### config.mk
export PLATFORM = sky130hd
export DESIGN_NAME = midi_voice_message_decoder
export DESIGN_NICKNAME = d
export VERILOG_FILES = /design/src/hw/rtl/mvmd_pkg.sv /design/src/hw/rtl/mvmd_regs.sv /design/src/hw/rtl/mvmd_front.sv /design/src/hw/rtl/mvmd_queue.sv /design/src/hw/rtl/mvmd_back.sv /design/src/hw/rtl/midi_voice_message_decoder.sv
export SDC_FILE = /design/constraint.sdc
export NUM_CORES = 1
export LEC_CHECK = 0
export ABC_AREA = 1
export ABC_CLOCK_PERIOD_IN_PS = 5900
export BUFFER_PORTS_ARGS = -buffer_cell sky130_fd_sc_hd__buf_2
export CAP_MARGIN = 10
export CELL_PAD_IN_SITES_DETAIL_PLACEMENT = 2
export CELL_PAD_IN_SITES_GLOBAL_PLACEMENT = 2
export CORE_MARGIN = 4
export CORE_UTILIZATION = 43
export DETAILED_ROUTE_END_ITERATION = 6
export PLACE_DENSITY = 0.81
export SLEW_MARGIN = 20
export SYNTH_ARGS = -nofsm -noshare
export SYNTH_HDL_FRONTEND = slang
export SYNTH_HIERARCHICAL = 1
export SYNTH_SLANG_ARGS = --single-unit
### constraint.sdc
create_clock -name aclk -period 5.9 [get_ports aclk]
set_clock_uncertainty 0.05 [all_clocks]
set_input_delay 0.885 -clock aclk [delete_from_list [all_inputs] [get_ports aclk]]
set_output_delay 0.885 -clock aclk [all_outputs]
set_load 0.02 [all_outputs]
### src/hw/rtl/mvmd_pkg.sv
// shared types, constants and helpers of the midi voice message decoder
`timescale 1ns / 1ps
`default_nettype none

package mvmd_pkg;

    localparam int MAP_DEPTH  = 128;
    localparam int MAP_AW     = (MAP_DEPTH > 1) ? $clog2(MAP_DEPTH) : 1;
    localparam int NOTE_W     = 7;
    localparam int VOICE_W    = 8;
    localparam int MODE_W     = 8;
    localparam int MASK_W     = 16;
    localparam int CFG_IDX_W  = 3;
    localparam int CFG_DATA_W = 16;

    localparam int S_DATA_W = 24;
    localparam int M_DATA_W = 40;
    localparam int M_USER_W = 2;

    localparam int QUEUE_DEPTH = 2;
    localparam int QPTR_W      = (QUEUE_DEPTH > 1) ? $clog2(QUEUE_DEPTH) : 1;
    localparam int QCNT_W      = $clog2(QUEUE_DEPTH + 1);

    // bend scaling: 400 * v - 200 * span, divided by span = 2^14 - 1
    localparam int BEND_DIV_BITS = 14;
    localparam int BEND_SPAN     = (1 << BEND_DIV_BITS) - 1;
    localparam int BEND_SCALE    = 400;
    localparam int BEND_OFFSET   = 200 * BEND_SPAN;
    localparam int BEND_PROD_W   = 23;
    localparam int BEND_MAG_W    = 22;
    localparam int BEND_W        = 9;

    localparam logic [3:0] KIND_NOTE_OFF = 4'h8;
    localparam logic [3:0] KIND_NOTE_ON  = 4'h9;
    localparam logic [3:0] KIND_CONTROL  = 4'hB;
    localparam logic [3:0] KIND_BEND     = 4'hE;

    localparam logic [NOTE_W-1:0] DAMPER_CONTROLLER = 7'h40;
    localparam logic [NOTE_W-1:0] DAMPER_THRESHOLD  = 7'd64;

    typedef enum logic [1:0] {
        CMD_PLAY    = 2'd0,
        CMD_RELEASE = 2'd1,
        CMD_DAMPER  = 2'd2,
        CMD_BEND    = 2'd3
    } cmd_t;

    typedef enum logic [CFG_IDX_W-1:0] {
        REG_LISTEN_MASK   = 3'd0,
        REG_LOWEST_PITCH  = 3'd1,
        REG_HIGHEST_PITCH = 3'd2,
        REG_NOTE_MODE     = 3'd3,
        REG_MAP_ADDRESS   = 3'd4,
        REG_MAP_DATA      = 3'd5
    } reg_idx_t;

    typedef struct packed {
        logic [MASK_W-1:0] listen_mask;
        logic [NOTE_W-1:0] lowest_pitch;
        logic [NOTE_W-1:0] highest_pitch;
        logic [MODE_W-1:0] note_mode;
    } cfg_t;

    typedef struct packed {
        logic               en;
        logic [MAP_AW-1:0]  addr;
        logic [VOICE_W-1:0] data;
    } map_wr_t;

    typedef struct packed {
        cmd_t                  cmd;
        logic [VOICE_W-1:0]    voice;
        logic [NOTE_W-1:0]     pitch;
        logic [NOTE_W-1:0]     intensity;
        logic [MODE_W-1:0]     mode;
        logic                  damper_on;
        logic                  bend_neg;
        logic [BEND_MAG_W-1:0] bend_mag;
    } entry_t;

    typedef struct packed {
        logic full;
        logic empty;
    } qstat_t;

    function automatic logic note_in_range(input logic [NOTE_W-1:0] n,
                                           input logic [NOTE_W-1:0] lo,
                                           input logic [NOTE_W-1:0] hi);
        return (n >= lo) && (n <= hi) && ({1'b0, n} < (NOTE_W + 1)'(MAP_DEPTH));
    endfunction

endpackage

`default_nettype wire

### src/hw/rtl/mvmd_regs.sv
// configuration registers and the pitch map write request
`timescale 1ns / 1ps
`default_nettype none

module mvmd_regs (
    input  wire                                aclk,
    input  wire                                aresetn,
    input  wire                                cfg_wr_en,
    input  wire  [mvmd_pkg::CFG_IDX_W-1:0]     cfg_index,
    input  wire  [mvmd_pkg::CFG_DATA_W-1:0]    cfg_wdata,
    output mvmd_pkg::cfg_t                     cfg,
    output mvmd_pkg::map_wr_t                  map_wr
);
    import mvmd_pkg::*;

    logic [MASK_W-1:0] listen_mask_reg;
    logic [NOTE_W-1:0] lowest_pitch_reg;
    logic [NOTE_W-1:0] highest_pitch_reg;
    logic [MODE_W-1:0] note_mode_reg;
    logic [NOTE_W-1:0] map_address_reg;

    always_ff @(posedge aclk) begin
        if (!aresetn) begin
            listen_mask_reg   <= '0;
            lowest_pitch_reg  <= '0;
            highest_pitch_reg <= '1;
            note_mode_reg     <= '0;
            map_address_reg   <= '0;
        end else if (cfg_wr_en) begin
            unique case (cfg_index)
                REG_LISTEN_MASK:   listen_mask_reg   <= cfg_wdata[MASK_W-1:0];
                REG_LOWEST_PITCH:  lowest_pitch_reg  <= cfg_wdata[NOTE_W-1:0];
                REG_HIGHEST_PITCH: highest_pitch_reg <= cfg_wdata[NOTE_W-1:0];
                REG_NOTE_MODE:     note_mode_reg     <= cfg_wdata[MODE_W-1:0];
                REG_MAP_ADDRESS:   map_address_reg   <= cfg_wdata[NOTE_W-1:0];
                default: ;
            endcase
        end
    end

    assign cfg.listen_mask   = listen_mask_reg;
    assign cfg.lowest_pitch  = lowest_pitch_reg;
    assign cfg.highest_pitch = highest_pitch_reg;
    assign cfg.note_mode     = note_mode_reg;

    // map data goes straight into the map, out-of-range addresses are dropped
    assign map_wr.en   = cfg_wr_en && (cfg_index == REG_MAP_DATA)
                         && note_in_range(map_address_reg, lowest_pitch_reg, highest_pitch_reg);
    assign map_wr.addr = map_address_reg[MAP_AW-1:0];
    assign map_wr.data = cfg_wdata[VOICE_W-1:0];

endmodule

`default_nettype wire

### src/hw/rtl/mvmd_front.sv
// front end: message accept, classification, pitch map read and bend prescale
`timescale 1ns / 1ps
`default_nettype none

module mvmd_front (
    input  wire                               aclk,
    input  wire                               aresetn,
    input  wire                               s_tvalid,
    output logic                              s_tready,
    input  wire  [mvmd_pkg::S_DATA_W-1:0]     s_tdata,
    input  mvmd_pkg::cfg_t                    cfg,
    input  mvmd_pkg::map_wr_t                 map_wr,
    input  mvmd_pkg::qstat_t                  q_stat,
    output logic                              push,
    output mvmd_pkg::entry_t                  entry
);
    import mvmd_pkg::*;

    logic [7:0]        status;
    logic [NOTE_W-1:0] d1;
    logic [NOTE_W-1:0] d2;
    logic [3:0]        kind;
    logic [3:0]        chan;
    logic              accept;
    logic              load;

    logic                   emit;
    logic                   is_note;
    cmd_t                   cmd;
    logic [NOTE_W-1:0]      pitch;
    logic [NOTE_W-1:0]      intensity;
    logic [MODE_W-1:0]      mode;
    logic                   damper_on;
    logic                   bend_neg;
    logic [BEND_MAG_W-1:0]  bend_mag;
    logic [BEND_PROD_W-1:0] bend_prod;
    logic                   bend_below;

    logic                  stg_valid_reg;
    logic                  stg_valid_next;
    logic                  stg_is_note_reg;
    cmd_t                  stg_cmd_reg;
    logic [NOTE_W-1:0]     stg_pitch_reg;
    logic [NOTE_W-1:0]     stg_intensity_reg;
    logic [MODE_W-1:0]     stg_mode_reg;
    logic                  stg_damper_reg;
    logic                  stg_bend_neg_reg;
    logic [BEND_MAG_W-1:0] stg_bend_mag_reg;

    logic [VOICE_W-1:0]   map_mem_reg [MAP_DEPTH];
    logic [MAP_DEPTH-1:0] map_valid_reg;
    logic [VOICE_W-1:0]   map_rd_data_reg;
    logic                 map_rd_valid_reg;

    assign status = s_tdata[7:0];
    assign d1     = s_tdata[14:8];
    assign d2     = s_tdata[21:15];
    assign kind   = status[7:4];
    assign chan   = status[3:0];

    assign push     = stg_valid_reg && !q_stat.full;
    assign s_tready = !stg_valid_reg || !q_stat.full;
    assign accept   = s_tvalid && s_tready;
    assign load     = accept && emit;

    assign bend_prod  = BEND_PROD_W'({d2, d1}) * BEND_PROD_W'(BEND_SCALE);
    assign bend_below = bend_prod < BEND_PROD_W'(BEND_OFFSET);

    always_comb begin
        emit      = 1'b0;
        is_note   = 1'b0;
        cmd       = CMD_PLAY;
        pitch     = '0;
        intensity = '0;
        mode      = '0;
        damper_on = 1'b0;
        bend_neg  = 1'b0;
        bend_mag  = '0;
        unique case (kind) inside
            KIND_NOTE_ON, KIND_NOTE_OFF: begin
                emit    = cfg.listen_mask[chan]
                          && note_in_range(d1, cfg.lowest_pitch, cfg.highest_pitch);
                is_note = 1'b1;
                // note-on with zero velocity counts as a release
                if ((kind == KIND_NOTE_ON) && (d2 != '0)) begin
                    cmd       = CMD_PLAY;
                    pitch     = d1;
                    intensity = d2;
                    mode      = cfg.note_mode;
                end else begin
                    cmd = CMD_RELEASE;
                end
            end
            KIND_CONTROL: begin
                emit      = cfg.listen_mask[chan] && (d1 == DAMPER_CONTROLLER);
                cmd       = CMD_DAMPER;
                damper_on = d2 >= DAMPER_THRESHOLD;
            end
            KIND_BEND: begin
                emit     = cfg.listen_mask[chan];
                cmd      = CMD_BEND;
                bend_neg = bend_below;
                bend_mag = bend_below ? BEND_MAG_W'(BEND_PROD_W'(BEND_OFFSET) - bend_prod)
                                      : BEND_MAG_W'(bend_prod - BEND_PROD_W'(BEND_OFFSET));
            end
            default: ;
        endcase
    end

    always_comb begin
        stg_valid_next = stg_valid_reg;
        if (load) begin
            stg_valid_next = 1'b1;
        end else if (push) begin
            stg_valid_next = 1'b0;
        end
    end

    always_ff @(posedge aclk) begin
        if (!aresetn) begin
            stg_valid_reg <= 1'b0;
        end else begin
            stg_valid_reg <= stg_valid_next;
        end
    end

    always_ff @(posedge aclk) begin
        if (load) begin
            stg_is_note_reg   <= is_note;
            stg_cmd_reg       <= cmd;
            stg_pitch_reg     <= pitch;
            stg_intensity_reg <= intensity;
            stg_mode_reg      <= mode;
            stg_damper_reg    <= damper_on;
            stg_bend_neg_reg  <= bend_neg;
            stg_bend_mag_reg  <= bend_mag;
        end
    end

    // pitch map: entries never written read as zero through the valid bits
    always_ff @(posedge aclk) begin
        if (map_wr.en) begin
            map_mem_reg[map_wr.addr] <= map_wr.data;
        end
    end

    always_ff @(posedge aclk) begin
        if (!aresetn) begin
            map_valid_reg <= '0;
        end else if (map_wr.en) begin
            map_valid_reg[map_wr.addr] <= 1'b1;
        end
    end

    always_ff @(posedge aclk) begin
        if (load && is_note) begin
            map_rd_data_reg  <= map_mem_reg[d1[MAP_AW-1:0]];
            map_rd_valid_reg <= map_valid_reg[d1[MAP_AW-1:0]];
        end
    end

    always_comb begin
        entry.cmd       = stg_cmd_reg;
        entry.voice     = (stg_is_note_reg && map_rd_valid_reg) ? map_rd_data_reg : '0;
        entry.pitch     = stg_pitch_reg;
        entry.intensity = stg_intensity_reg;
        entry.mode      = stg_mode_reg;
        entry.damper_on = stg_damper_reg;
        entry.bend_neg  = stg_bend_neg_reg;
        entry.bend_mag  = stg_bend_mag_reg;
    end

endmodule

`default_nettype wire

### src/hw/rtl/mvmd_queue.sv
// short request queue between front and back ends
`timescale 1ns / 1ps
`default_nettype none

module mvmd_queue (
    input  wire                   aclk,
    input  wire                   aresetn,
    input  wire                   push,
    input  mvmd_pkg::entry_t      entry_in,
    input  wire                   pop,
    output mvmd_pkg::entry_t      entry_out,
    output mvmd_pkg::qstat_t      q_stat
);
    import mvmd_pkg::*;

    entry_t            mem_reg [QUEUE_DEPTH];
    logic [QPTR_W-1:0] wr_ptr_reg;
    logic [QPTR_W-1:0] wr_ptr_next;
    logic [QPTR_W-1:0] rd_ptr_reg;
    logic [QPTR_W-1:0] rd_ptr_next;
    logic [QCNT_W-1:0] count_reg;
    logic [QCNT_W-1:0] count_next;

    function automatic logic [QPTR_W-1:0] ptr_inc(input logic [QPTR_W-1:0] p);
        return (p == QPTR_W'(QUEUE_DEPTH - 1)) ? '0 : p + 1'b1;
    endfunction

    assign q_stat.full  = count_reg == QCNT_W'(QUEUE_DEPTH);
    assign q_stat.empty = count_reg == '0;
    assign entry_out    = mem_reg[rd_ptr_reg];

    always_comb begin
        wr_ptr_next = push ? ptr_inc(wr_ptr_reg) : wr_ptr_reg;
        rd_ptr_next = pop ? ptr_inc(rd_ptr_reg) : rd_ptr_reg;
        case ({push, pop})
            2'b10:   count_next = count_reg + 1'b1;
            2'b01:   count_next = count_reg - 1'b1;
            default: count_next = count_reg;
        endcase
    end

    always_ff @(posedge aclk) begin
        if (!aresetn) begin
            wr_ptr_reg <= '0;
            rd_ptr_reg <= '0;
            count_reg  <= '0;
        end else begin
            wr_ptr_reg <= wr_ptr_next;
            rd_ptr_reg <= rd_ptr_next;
            count_reg  <= count_next;
        end
    end

    always_ff @(posedge aclk) begin
        if (push) begin
            mem_reg[wr_ptr_reg] <= entry_in;
        end
    end

endmodule

`default_nettype wire

### src/hw/rtl/mvmd_back.sv
// back end: bend division, result formatting and output register
`timescale 1ns / 1ps
`default_nettype none

module mvmd_back (
    input  wire                               aclk,
    input  wire                               aresetn,
    input  mvmd_pkg::entry_t                  entry,
    input  mvmd_pkg::qstat_t                  q_stat,
    output logic                              pop,
    output logic                              m_tvalid,
    input  wire                               m_tready,
    output logic [mvmd_pkg::M_DATA_W-1:0]     m_tdata,
    output logic [mvmd_pkg::M_USER_W-1:0]     m_tuser
);
    import mvmd_pkg::*;

    logic [BEND_MAG_W:0]   bend_sum;
    logic [BEND_W-1:0]     bend_quot;
    logic [BEND_W-1:0]     bend_cents;
    logic                  m_valid_reg;
    logic                  m_valid_next;
    logic [M_DATA_W-1:0]   m_data_reg;
    logic [M_USER_W-1:0]   m_user_reg;

    // x / (2^k - 1) as (x + (x >> k) + 1) >> k, exact while the quotient stays below 2^k
    assign bend_sum   = (BEND_MAG_W + 1)'(entry.bend_mag)
                        + (BEND_MAG_W + 1)'(entry.bend_mag >> BEND_DIV_BITS)
                        + 1'b1;
    assign bend_quot  = BEND_W'(bend_sum >> BEND_DIV_BITS);
    assign bend_cents = entry.bend_neg ? (~bend_quot + 1'b1) : bend_quot;

    assign pop = !q_stat.empty && (!m_valid_reg || m_tready);

    always_comb begin
        m_valid_next = m_valid_reg;
        if (pop) begin
            m_valid_next = 1'b1;
        end else if (m_tready) begin
            m_valid_next = 1'b0;
        end
    end

    always_ff @(posedge aclk) begin
        if (!aresetn) begin
            m_valid_reg <= 1'b0;
        end else begin
            m_valid_reg <= m_valid_next;
        end
    end

    always_ff @(posedge aclk) begin
        if (pop) begin
            m_user_reg <= entry.cmd;
            m_data_reg <= {bend_cents, entry.damper_on, entry.mode,
                           entry.intensity, entry.pitch, entry.voice};
        end
    end

    assign m_tvalid = m_valid_reg;
    assign m_tdata  = m_data_reg;
    assign m_tuser  = m_user_reg;

endmodule

`default_nettype wire

### src/hw/rtl/midi_voice_message_decoder.sv
// top level of the midi channel voice message decoder
// Takes three-byte channel messages and turns each into at most one voice command:
// play, release, damper or a broadcast bend in cents. While the output does not
// stall it sustains one message per clock; the figure is set by the single pitch
// map read port, which is used once per note message. A result passes from its
// accepted message through the front stage with the map read, one queue slot,
// then the output register, and a two-entry queue between front and back lets
// the input keep flowing while a result waits. Messages that yield no command
// take no stage. The pitch map comes out of reset cleared through per-entry valid
// bits, so no clearing pass is needed and the block is ready right after reset.
// Users must write configuration only while no message is in flight; unenforced.
`timescale 1ns / 1ps
`default_nettype none

module midi_voice_message_decoder (
    input  wire                                aclk,
    input  wire                                aresetn,
    // tdata: status_byte[7:0], data_one[14:8], data_two[21:15], zero[23:22]
    input  wire                                s_tvalid,
    output logic                               s_tready,
    input  wire  [mvmd_pkg::S_DATA_W-1:0]      s_tdata,
    // tdata: voice[7:0], pitch[14:8], intensity[21:15], mode[29:22],
    //        damper_on[30], bend_cents[39:31]
    output logic                               m_tvalid,
    input  wire                                m_tready,
    output logic [mvmd_pkg::M_DATA_W-1:0]      m_tdata,
    // tuser: command[1:0]
    output logic [mvmd_pkg::M_USER_W-1:0]      m_tuser,
    input  wire                                cfg_wr_en,
    input  wire  [mvmd_pkg::CFG_IDX_W-1:0]     cfg_index,
    input  wire  [mvmd_pkg::CFG_DATA_W-1:0]    cfg_wdata
);
    import mvmd_pkg::*;

    cfg_t    cfg;
    map_wr_t map_wr;
    qstat_t  q_stat;
    entry_t  front_entry;
    entry_t  head_entry;
    logic    push;
    logic    pop;

    mvmd_regs u_regs (
        .aclk      (aclk),
        .aresetn   (aresetn),
        .cfg_wr_en (cfg_wr_en),
        .cfg_index (cfg_index),
        .cfg_wdata (cfg_wdata),
        .cfg       (cfg),
        .map_wr    (map_wr)
    );

    mvmd_front u_front (
        .aclk     (aclk),
        .aresetn  (aresetn),
        .s_tvalid (s_tvalid),
        .s_tready (s_tready),
        .s_tdata  (s_tdata),
        .cfg      (cfg),
        .map_wr   (map_wr),
        .q_stat   (q_stat),
        .push     (push),
        .entry    (front_entry)
    );

    mvmd_queue u_queue (
        .aclk      (aclk),
        .aresetn   (aresetn),
        .push      (push),
        .entry_in  (front_entry),
        .pop       (pop),
        .entry_out (head_entry),
        .q_stat    (q_stat)
    );

    mvmd_back u_back (
        .aclk     (aclk),
        .aresetn  (aresetn),
        .entry    (head_entry),
        .q_stat   (q_stat),
        .pop      (pop),
        .m_tvalid (m_tvalid),
        .m_tready (m_tready),
        .m_tdata  (m_tdata),
        .m_tuser  (m_tuser)
    );

endmodule

`default_nettype wire

Yosys cells after proc, flatten, opt, wreduce, memory -nomap -nowiden
Memories as Yosys holds them, arrays and structs flattened. A register that Yosys moved wholly into a read port is not among the register bits. Cells that the tools add are included.

Register bits: 271. Output and inout bits: 44. Word-level logic and storage cells: 118. Bits of input ports: 48. Memories kept: 2. RAM bits: 1136.

Multipliers: 1. $lt $le $gt $ge: 10. Add/subtract/negate cells: 9. Equal/unequal tests: 13. Bitwise logic cells: 2. Multiplexer cells: 26. Reductions and logical operators: 33.

Memories: u_front.map_mem_reg (depth 128, bits a word 8, read ports 1, clocked after memory_dff 1, wr ports 1, RTL line mvmd_front.sv:50) `logic [VOICE_W-1:0] map_mem_reg [MAP_DEPTH];`; u_queue.mem_reg (depth 2, bits a word 56, read ports 1, clocked after memory_dff 1, wr ports 1, RTL line mvmd_queue.sv:16) `entry_t mem_reg [QUEUE_DEPTH];`.

Operator list (count): 128-bit bitwise OR (1); 22-bit by 8-bit adder with 23-bit output (1); 23-bit by 1-bit adder with 23-bit output, second input constant (1); 23-bit by 22-bit less-than comparator with 1-bit output, second input constant (1); 22-bit two-way mux (1); 22-bit subtractor, first input constant (1); 22-bit subtractor, second input constant (1); 14-bit by 5-bit multiplier with 19-bit output, second input constant (1); 1-bit two-way mux (17); 4-bit == test, second input constant (4); 7-bit by 8-bit less-than comparator with 1-bit output, second input constant (2); 7-bit >= comparator (2); 7-bit less-or-equal comparator (2); 1-bit logical AND (14); 2-bit AND reduction (6); 9-bit by 1-bit adder with 9-bit output, second input constant (1); 9-bit two-way mux (1); 9-bit NOT (1); 8-bit two-way mux (1); 1-bit binary-select mux with 7-bit select (1); 1-bit demux with 7-bit select (1); 7-bit == test, second input constant (1); 7-bit by 1-bit >= comparator with 1-bit output, second input constant (1); 7-bit >= comparator, second input constant (1); 20 further kinds (30).

Depth between registers and ports, before layout
Gate-level depths: netlist of run 1.

Word-level depth: 6. Mapped depth: 27. Mapped depth without buffers: 23.

Hierarchy
The synthesis of run 1 kept the hierarchy.

By module, submodules not included: mvmd_front (instances 1, seq. area each 34983.6 µm², cells an instance 4545, area an instance 50654.8 µm²); mvmd_queue (instances 1, seq. area each 3463.3 µm², cells an instance 209, area an instance 4431.8 µm²); mvmd_back (instances 1, seq. area each 1281.2 µm², cells an instance 287, area an instance 2482.4 µm²); mvmd_regs (instances 1, seq. area each 900.9 µm², cells an instance 266, area an instance 2067.0 µm²).

Least setup slack after synthesis of run 1
No wires, ideal clock.

Path kind: in2reg. Start: in s_tdata[12] (netlist bit). End: reg u_front.stg_bend_mag_reg[5], data pin. Arrival: 4.443 ns. Path buffers: 4. Stages on the path: 25. Setup slack: 1.143 ns. Cells stage by stage: clkbuf_1 > inv_1 > clkbuf_1 > buf_1 > ha_1 > ha_1 > inv_1 > fa_1 > inv_1 > ha_1 > nand2_1 > nand2_1 > a21oi_2 > nand2_2 > nand2_1 > nand2_1 > nor2_2 > nand3_2 > nand2_4 > nand3_4 > nand2_4 > buf_6 > nand2_1 > nand2_1 > nor2_1.

Word-level cells in the longest chain between the ends: 3.

RTL lines: from (decl) (RTL line midi_voice_message_decoder.sv:21) `input wire [mvmd_pkg::S_DATA_W-1:0] s_tdata,`; 14-bit by 5-bit multiplier with 19-bit output (RTL line mvmd_front.sv:66) `assign bend_prod = BEND_PROD_W'({d2, d1}) * BEND_PROD_W'(BEND_SCALE);`; 23-bit by 22-bit less-than comparator with 1-bit output (RTL line mvmd_front.sv:67) `assign bend_below = bend_prod < BEND_PROD_W'(BEND_OFFSET);`; 22-bit two-way mux (RTL line mvmd_front.sv:103) `bend_mag = bend_below ? BEND_MAG_W'(BEND_PROD_W'(BEND_OFFSET) - bend_prod)`; to (signal assigned) (RTL line mvmd_front.sv:136) `stg_bend_mag_reg <= bend_mag;`; to (decl) (RTL line mvmd_front.sv:48) `logic [BEND_MAG_W-1:0] stg_bend_mag_reg;`.

Every way passes these cells. A chain may end at the register's enable or synchronous reset.

Worst setup path in the final report of run 1
Start: in s_tdata[12] (netlist bit). End: reg u_front.stg_bend_mag_reg[16], data pin.

Word-level cells in the longest chain between the ends: 3.

RTL lines: 14-bit by 5-bit multiplier with 19-bit output * (RTL line mvmd_front.sv:66); 22-bit subtractor (tied with other cells) (RTL line mvmd_front.sv:104) `: BEND_MAG_W'(bend_prod - BEND_PROD_W'(BEND_OFFSET));`; 22-bit two-way mux * (RTL line mvmd_front.sv:103).

Every way passes the cells marked *; elsewhere a longest branch is shown, timed or not.

==> impl_metrics.ini, run 1 <==
[place]
numPortBuffers = 89
place.gp.congestion = 0.806
placed_cells = 6930
hpwl_um = 120000

[synth]
synth_fa_ha_area_frac = 0.0221
synthCells = 5307
ys_seq_area_frac = 0.681
synth.area.mux_share = 0.0131
syn_area_um2 = 59600
synth.distinct_cells = 49
avgSynthCellArea_um2 = 11.2
async_flop_share = 0
synth_top_family_by_area = simple AND/OR/NAND/NOR gates
yosys_warnings = 6
synthFlopType = edfxtp_1
synth-seq-cells = 1413
synth_edf_count = 1233
synth_compound_area_frac = 0.106
synth-xor-area-share = 0.00193
synth-simple-area-share = 0.136

[final_layout]
layout-drive-gt1-share = 0.0981
stdcell_count = 7217
final_util = 0.484
largest_reg_flops = 1024
syn2layout_area_growth_pct = 11.6
nFillCells = 13589
final_nets = 5438

[power]
p_int_mw = 17.5
seqPwrFrac = 0.469
switchingPower_mw = 6.39
leakage_nw = 23.4
irDropWorstVdd_mv = 0.366
switching_share = 0.267
pwr-share-clk = 0.409
total_power_mw = 23.9
power_density_nw_per_um2 = 359
combPwrFrac = 0.122

[clocking]
postCtsSetupBuffers = 0
cts_resized = 0
cts_tree = yes
ctsHoldBuffers = 0
cts_made_buffers = 152
cts_buffer_depth = 3
clkSlewWorstSetupHoldPaths_ns = 0.06
insertion_delay_ns = 0.81
ctsRootBufferMaster = clkbuf_16
clkSinkCount = 1413
htreeDepth = 4

[critical_path]
required_ns = 6.45
r2r_end = u_front/map_mem_reg[44][0]$_DFFE_PP_
crit_fanout = 39
reg2regPathDepth = 14
r2r-start = u_regs/map_address_reg[0]$_SDFFE_PN0P_
path_cells = buf_2 > buf_4 > ha_1 > ha_1 > inv_1 > fa_1 > inv_1 > ha_1 > nand2_1 > nand2_1 > inv_2 > nand2_1 > nand2_1 > nand3_2 > a21oi_4 > xor2_4 > nand2_4 > nand2_1 > nand2_1 > nor2_1
crit_arrival_ns = 5.08
criticalPathCategory = in2reg
r2r_setup_slack_ns = 1.63
cp_slowest_stage_delay_ns = 0.64
critPathLaunchType = primary input
cp-end-kind = flip-flop
cp_common_cell = nand2_1
cpMaxStageDelayCell = xor2_4
startpoint = s_tdata[12]

[outcome]
status = completed

[flow_run]
max_cap_violations = 0

[worst_hold_path]
min_path_cells = 3
hold_start = cfg_wdata[10]
hold_path_end = u_regs/listen_mask_reg[10]$_SDFFE_PN0P_
min_path_type = in2reg

[grt]
grt-busiest-layer = met2
grt.overflow.total = 0
grt_max_degree = 165
grt_util_all_layers = 0.278
grt_util_met1 = 0.338
met2_usage = 0.491
grt_antenna_before_repair = 5
grt_util_met3 = 0.0402
grt_pass1_wl_um = 306000
grt_pass1_vias = 47567

[timing]
rsz0062_at_grt = no
slew_headroom = 0.179
setup_tns_ns = 0
worstMarginPinSlew_ns = 1.23
setup_viol = 0
slew_viol_final = 0
hold_viol = 0
fin_crit_sh = 0.769
fin_crit_ns = 4.54
max_freq_mhz = 220

[detailed_routing]
wl_um = 206000
drt-pass1-iter-count = 5
avgRoutedWirePerCell_um = 28.5
drtIter0Drc = 3916
post-route-drc-count = 0
vias = 43165
post_drt_via_cell_ratio = 5.98
ant_nets = 0

[die]
rows = 136
chipWidth_um = 380
die_area_um2 = 145000
io_pins = 92
coreArea_um2 = 138000
die_h_um = 380
initial_core_util = 0.433
cell type report:
cell class                      count  area, µm²  area share
Timing Repair Buffer              141        991      0.0149
Clock inverter                     76        830      0.0125
Sequential cell                  1413      40600       0.610
Multi-Input combinational cell   3324      16700       0.251
Clock buffer                      210       4210      0.0632
Tap cell                         1794       2240      0.0337
Inverter                          258        995      0.0149
Antenna cell                        1       2.50   0.0000376
worst max path at each step:
stage,to,slack (ns)
final,u_front/stg_bend_mag_reg[16]$_SDFFCE_PN0P_,1.36
after detailed placement,u_front/stg_bend_mag_reg[16]$_SDFFCE_PN0P_,0.67
after global placement,u_front/stg_bend_mag_reg[8]$_SDFFCE_PN0P_,0.88
after CTS,u_front/stg_bend_mag_reg[5]$_SDFFCE_PN0P_,1.41
after global routing,u_front/stg_bend_mag_reg[5]$_SDFFCE_PN0P_,1.18
after floorplan,u_front/stg_bend_mag_reg[5]$_SDFFCE_PN0P_,1.14
power by group through the flow:
stage,logic [mW],registers [mW],clock network (mW)
2_1_floorplan,1.85,11.5,0
3_3_place_gp,2.69,11.4,0
3_5_place_dp,2.87,11.4,0
4_1_cts,2.92,11.2,9.94
5_1_grt,3.18,11.2,10.4
6_report,2.92,11.2,9.78
worst max-delay path, delay by kind of cell:
kind | cells | cell delay [ns]
and+or+nand+nor | 9 | 1.12
adders and majority gates | 4 | 1.29
buffers and inverters | 5 | 0.92
xor gates and xnor gates | 1 | 0.64
AOI/OAI and AO/OA | 1 | 0.21
through the flow:
step	hold slack, ns	setup WS, ns	cell area, µm²
after floorplan	0.371	1.14	59600
after global placement	0.373	0.878	61500
after detailed placement	0.384	0.674	61500
after CTS	0.211	1.41	66600
after global routing	0.249	1.18	66600
final	0.271	1.36	66600
cell usage in the layout, fill, tap and decap left out, types with 26 or more instances in the layout:
master and instances:
clkinv_2 29, nand2_2 29, edfxtp_1 1233, clkbuf_16 155, buf_2 77, dfxtp_1 179
mux2_4 40, nand2_1 594, o21ai_0 675, o21ai_1 26, clkbuf_1 43, inv_1 235
nand3_1 102, ha_1 91, o22ai_1 288, o211ai_1 83, nor2_1 1205, buf_4 51
a21oi_1 50
synth_stat cells, types with 2 or more instances:
| cell | instances | share of area |
|---|---|---|
| edfxtp_1 | 1233 | 0.62 |
| nor2_1 | 1213 | 0.076 |
| o21ai_0 | 675 | 0.057 |
| nand2_1 | 594 | 0.037 |
| o22ai_1 | 288 | 0.030 |
| inv_1 | 240 | 0.015 |
| clkbuf_1 | 210 | 0.013 |
| dfxtp_1 | 180 | 0.060 |
| nand3_1 | 102 | 0.0086 |
| ha_1 | 91 | 0.019 |
| o211ai_1 | 83 | 0.010 |
| buf_2 | 57 | 0.0048 |
| a21oi_1 | 51 | 0.0043 |
| mux2_4 | 40 | 0.010 |
| nand2_2 | 29 | 0.0030 |
| o21ai_1 | 26 | 0.0022 |
| buf_4 | 20 | 0.0025 |
| mux2_2 | 16 | 0.0030 |
| nor3_1 | 16 | 0.0013 |
| buf_1 | 15 | 0.00094 |
| inv_2 | 15 | 0.00094 |
| nand4_1 | 15 | 0.0016 |
| nand3_2 | 12 | 0.0020 |
| nor2_2 | 12 | 0.0013 |
| buf_6 | 10 | 0.0019 |
| fa_1 | 9 | 0.0030 |
| xor2_1 | 9 | 0.0013 |
| nand3b_1 | 7 | 0.00088 |
| nor2_4 | 7 | 0.0013 |
| nand2_4 | 5 | 0.00094 |
| a21oi_2 | 3 | 0.00044 |
| clkbuf_2 | 2 | 0.00017 |
| clkinv_1 | 2 | 0.00013 |
| nor2_8 | 2 | 0.00067 |
| nor3_2 | 2 | 0.00034 |
| nor4_1 | 2 | 0.00021 |
| o221ai_1 | 2 | 0.00029 |
metal layers:
layer	up-vias	wire length, µm
met3	499	11400
met4	6	9150
met2	1660	105000
met5	-	34
li1	18622	-
met1	22378	80100
logic make-up after synthesis:
logic type                 Yosys count
other                                1
and+or+nand+nor                   2019
xor gates and xnor gates            11
DFF                               1413
adders and majority gates          100
muxes                               56
AOI/OAI and AO/OA                 1135
buffers and inverters              572
Power figures use the tool's default switching activity.
==> run 2: changes to the inputs <==
--- a/config.mk
+++ b/config.mk
@@ -5,14 +5,14 @@
 export SDC_FILE = /design/constraint.sdc
 export NUM_CORES = 1
 export LEC_CHECK = 0
-export ABC_AREA = 1
-export ABC_CLOCK_PERIOD_IN_PS = 5900
+export ABC_AREA = 0
+export ABC_CLOCK_PERIOD_IN_PS = 4400
 export BUFFER_PORTS_ARGS = -buffer_cell sky130_fd_sc_hd__buf_2
 export CAP_MARGIN = 10
 export CELL_PAD_IN_SITES_DETAIL_PLACEMENT = 2
 export CELL_PAD_IN_SITES_GLOBAL_PLACEMENT = 2
 export CORE_MARGIN = 4
-export CORE_UTILIZATION = 43
+export CORE_UTILIZATION = 49
 export DETAILED_ROUTE_END_ITERATION = 6
 export PLACE_DENSITY = 0.81
 export SLEW_MARGIN = 20
==> constraint.sdc (replaced) <==
create_clock -name aclk -period 4.4 [get_ports aclk]
set_clock_uncertainty 0.05 [all_clocks]
set_input_delay 0.66 -clock aclk [delete_from_list [all_inputs] [get_ports aclk]]
set_output_delay 0.66 -clock aclk [all_outputs]
set_load 0.02 [all_outputs]
==> run 2 against run 1 <==
The run now ends with negative setup slack left. Setup slack worse by 1.5 ns. Non-clock buffer count is 198 higher. Sequential power is 32% higher. Critical path depth stayed put. Via count is 24% lower. Sequential share of layout area is 0.53 points higher.
==> impl_metrics.ini, run 2 <==
[final_layout]
syn2layout_area_growth_pct = 15.8
largest_reg_flops = 1024
seq_area_um2 = 40600
layout_common_cells = edfxtp_1 (1233), mux4_2 (383), buf_4 (244)
final_util = 0.574
multi_input_area_um2 = 15600
nFillCells = 9365
final_nets = 3475
layout-drive-gt1-share = 0.311
layout_commonest_cell = edfxtp_1

[critical_path]
criticalPathCategory = in2reg
critPathLaunchType = primary input
required_ns = 4.96
crit_fanout = 6
crit_arrival_ns = 5.13
cp-end-kind = flip-flop

[timing]
fin_crit_sh = 1.04
holdWs_ns = 0.0963
slew_headroom = 0.275
slew_viol_final = 0
setup_tns_ns = -1.16
worst_slack_ns = -0.169
worstMarginPinSlew_ns = 1.09
fin_crit_ns = 4.57
max_freq_mhz = 219
hold_viol = 0
setup_viol = 17

[clocking]
ctsRootBufferMaster = clkbuf_16
clkSinkCount = 1413
htreeDepth = 4
cts_tree = yes
insertion_delay_ns = 0.80
cts_buffer_depth = 3
ctsHoldBuffers = 0
clkSlewWorstSetupHoldPaths_ns = 0.07
cts_made_buffers = 148

[synth]
synth.distinct_cells = 82
synthCells = 2991
yosysMostFrequentCell = edfxtp_1
async_flop_share = 0
syn_area_um2 = 57000
synth_commonest_cells = edfxtp_1 (1233), mux4_2 (383), dfxtp_1 (180)
yosys.area.top_type = edfxtp_1
ys_seq_area_frac = 0.713
avgSynthCellArea_um2 = 19.1
synth_edf_count = 1233
synth_top_area_frac = 0.649
yosys_warnings = 6
synthFlopType = edfxtp_1
synth-seq-cells = 1413
synthTopCellsByArea = edfxtp_1 (65%), mux4_2 (15%), dfxtp_1 (6.3%), ha_1 (2.0%), o21a_1 (1.8%)

[grt]
grt_max_degree = 121
grt_antenna_before_repair = 8
grt.overflow.total = 0
grt_pass1_vias = 35506
grt_pass1_wl_um = 283000
grt_util_all_layers = 0.325

[worst_hold_path]
min_path_type = in2reg

[detailed_routing]
drtIter0Drc = 4163
post-route-drc-count = 0
avgRoutedWirePerCell_um = 40.0
drt-pass1-iter-count = 5
post_drt_via_cell_ratio = 6.64
vias = 32998
ant_nets = 0
wl_um = 199000

[die]
io_pins = 92
initial_core_util = 0.496
chipWidth_um = 349
die_area_um2 = 122000
die_h_um = 349
rows = 124
coreArea_um2 = 115000

[place]
dp_slack_ns = -0.794
place.gp.congestion = 0.814
numPortBuffers = 89
hpwl_um = 114000

[power]
irDropWorstVdd_mv = 0.357
leakage_nw = 22.1
power_density_nw_per_um2 = 480

[outcome]
violations = negative setup slack
status = finished with violations

[flow_run]
max_cap_violations = 0
## run 2: repair_timing
action / in CTS / in global routing
cloned: 0 / 2
gates resized for setup: 5 / 24
setup endpoints to repair: 17 / 21
pin swaps: 0 / 3
setup buffers: 0 / 3
## run 2: final timing paths
| path | startpoint | endpoint | slack (ns) | cells past startpoint |
|---|---|---|---|---|
| setup reg to reg | u_regs/map_address_reg[5]$_SDFFE_PN0P_ | u_front/map_mem_reg[46][0]$_DFFE_PP_ | 0.06 | 10 |
| setup / recovery | s_tdata[14] | u_front/stg_bend_mag_reg[16]$_SDFFCE_PN0P_ | -0.17 | 20 |
| hold / removal | cfg_wdata[15] | u_regs/listen_mask_reg[15]$_SDFFE_PN0P_ | 0.1 | 3 |
| hold reg to reg | u_front/stg_intensity_reg[4]$_SDFFCE_PN0P_ | u_queue/mem_reg[1][36]$_DFFE_PP_ | 0.41 | 0 |
## run 2: critical path: stages
cell	delay, ns
buf_2	0.13
buf_4	0.14
ha_1	0.31
ha_1	0.30
inv_1	0.07
fa_1	0.57
inv_1	0.09
ha_1	0.35
buf_4	0.18
o21ai_0	0.18
a21oi_1	0.27
a21oi_1	0.10
a211oi_1	0.30
buf_4	0.19
buf_4	0.16
and2_1	0.26
nor2b_1	0.28
o221ai_2	0.18
o21ai_2	0.20
nor3b_2	0.21
## run 2: per-stage QoR
| stage | area [µm²] | power (mW) | cells |
|---|---|---|---|
| after floorplan | 57300 | 17.0 | 2993 |
| after global placement | 60800 | 17.9 | 4684 |
| after detailed placement | 60800 | 18.2 | 4684 |
| after CTS | 65800 | 31.6 | 4956 |
| after global routing | 66000 | 32.6 | 4963 |
| final | 66000 | 31.7 | 4966 |
## run 2: logic make-up (layout without fill, tap and decap cells)
| family | Yosys count | count (layout) | synth area share |
|---|---|---|---|
| adders and majority gates | 100 | 100 | 0.0231 |
| AOI/OAI and AO/OA | 270 | 270 | 0.0349 |
| xor gates and xnor gates | 49 | 49 | 0.00753 |
| and+or+nand+nor | 466 | 466 | 0.0386 |
| muxes | 455 | 455 | 0.165 |
| DFF | 1413 | 1413 | 0.713 |
| buffers and inverters | 237 | 693 | 0.0178 |
| other | 1 | 8 | 0.0000658 |
## run 2: area by class of cell
| class | count | area share |
|---|---|---|
| repair buffers | 339 | 0.0386 |
| flip-flops and latches | 1413 | 0.616 |
| clock inverters | 63 | 0.0113 |
| diodes | 5 | 0.000190 |
| multi-input cells | 1343 | 0.237 |
| clock buffers | 209 | 0.0641 |
| inverters | 82 | 0.00474 |
| well taps | 1512 | 0.0287 |
## run 2: per-layer routing
layer  track usage  wire length, µm  vias to the layer above
li1              -                -                    12625
met1         0.411            72700                    17805
met2         0.565           102000                     2024
met3        0.0551            14400                      538
met4         0.128             9470                        6
met5             0               40                        -
## run 2: power breakdown
group          total, mW  internal (mW)  switching, mW
registers           14.8           14.7         0.0779
logic               3.61           1.42           2.20
clock network       13.3           7.57           5.73
total               31.7           23.7           8.01
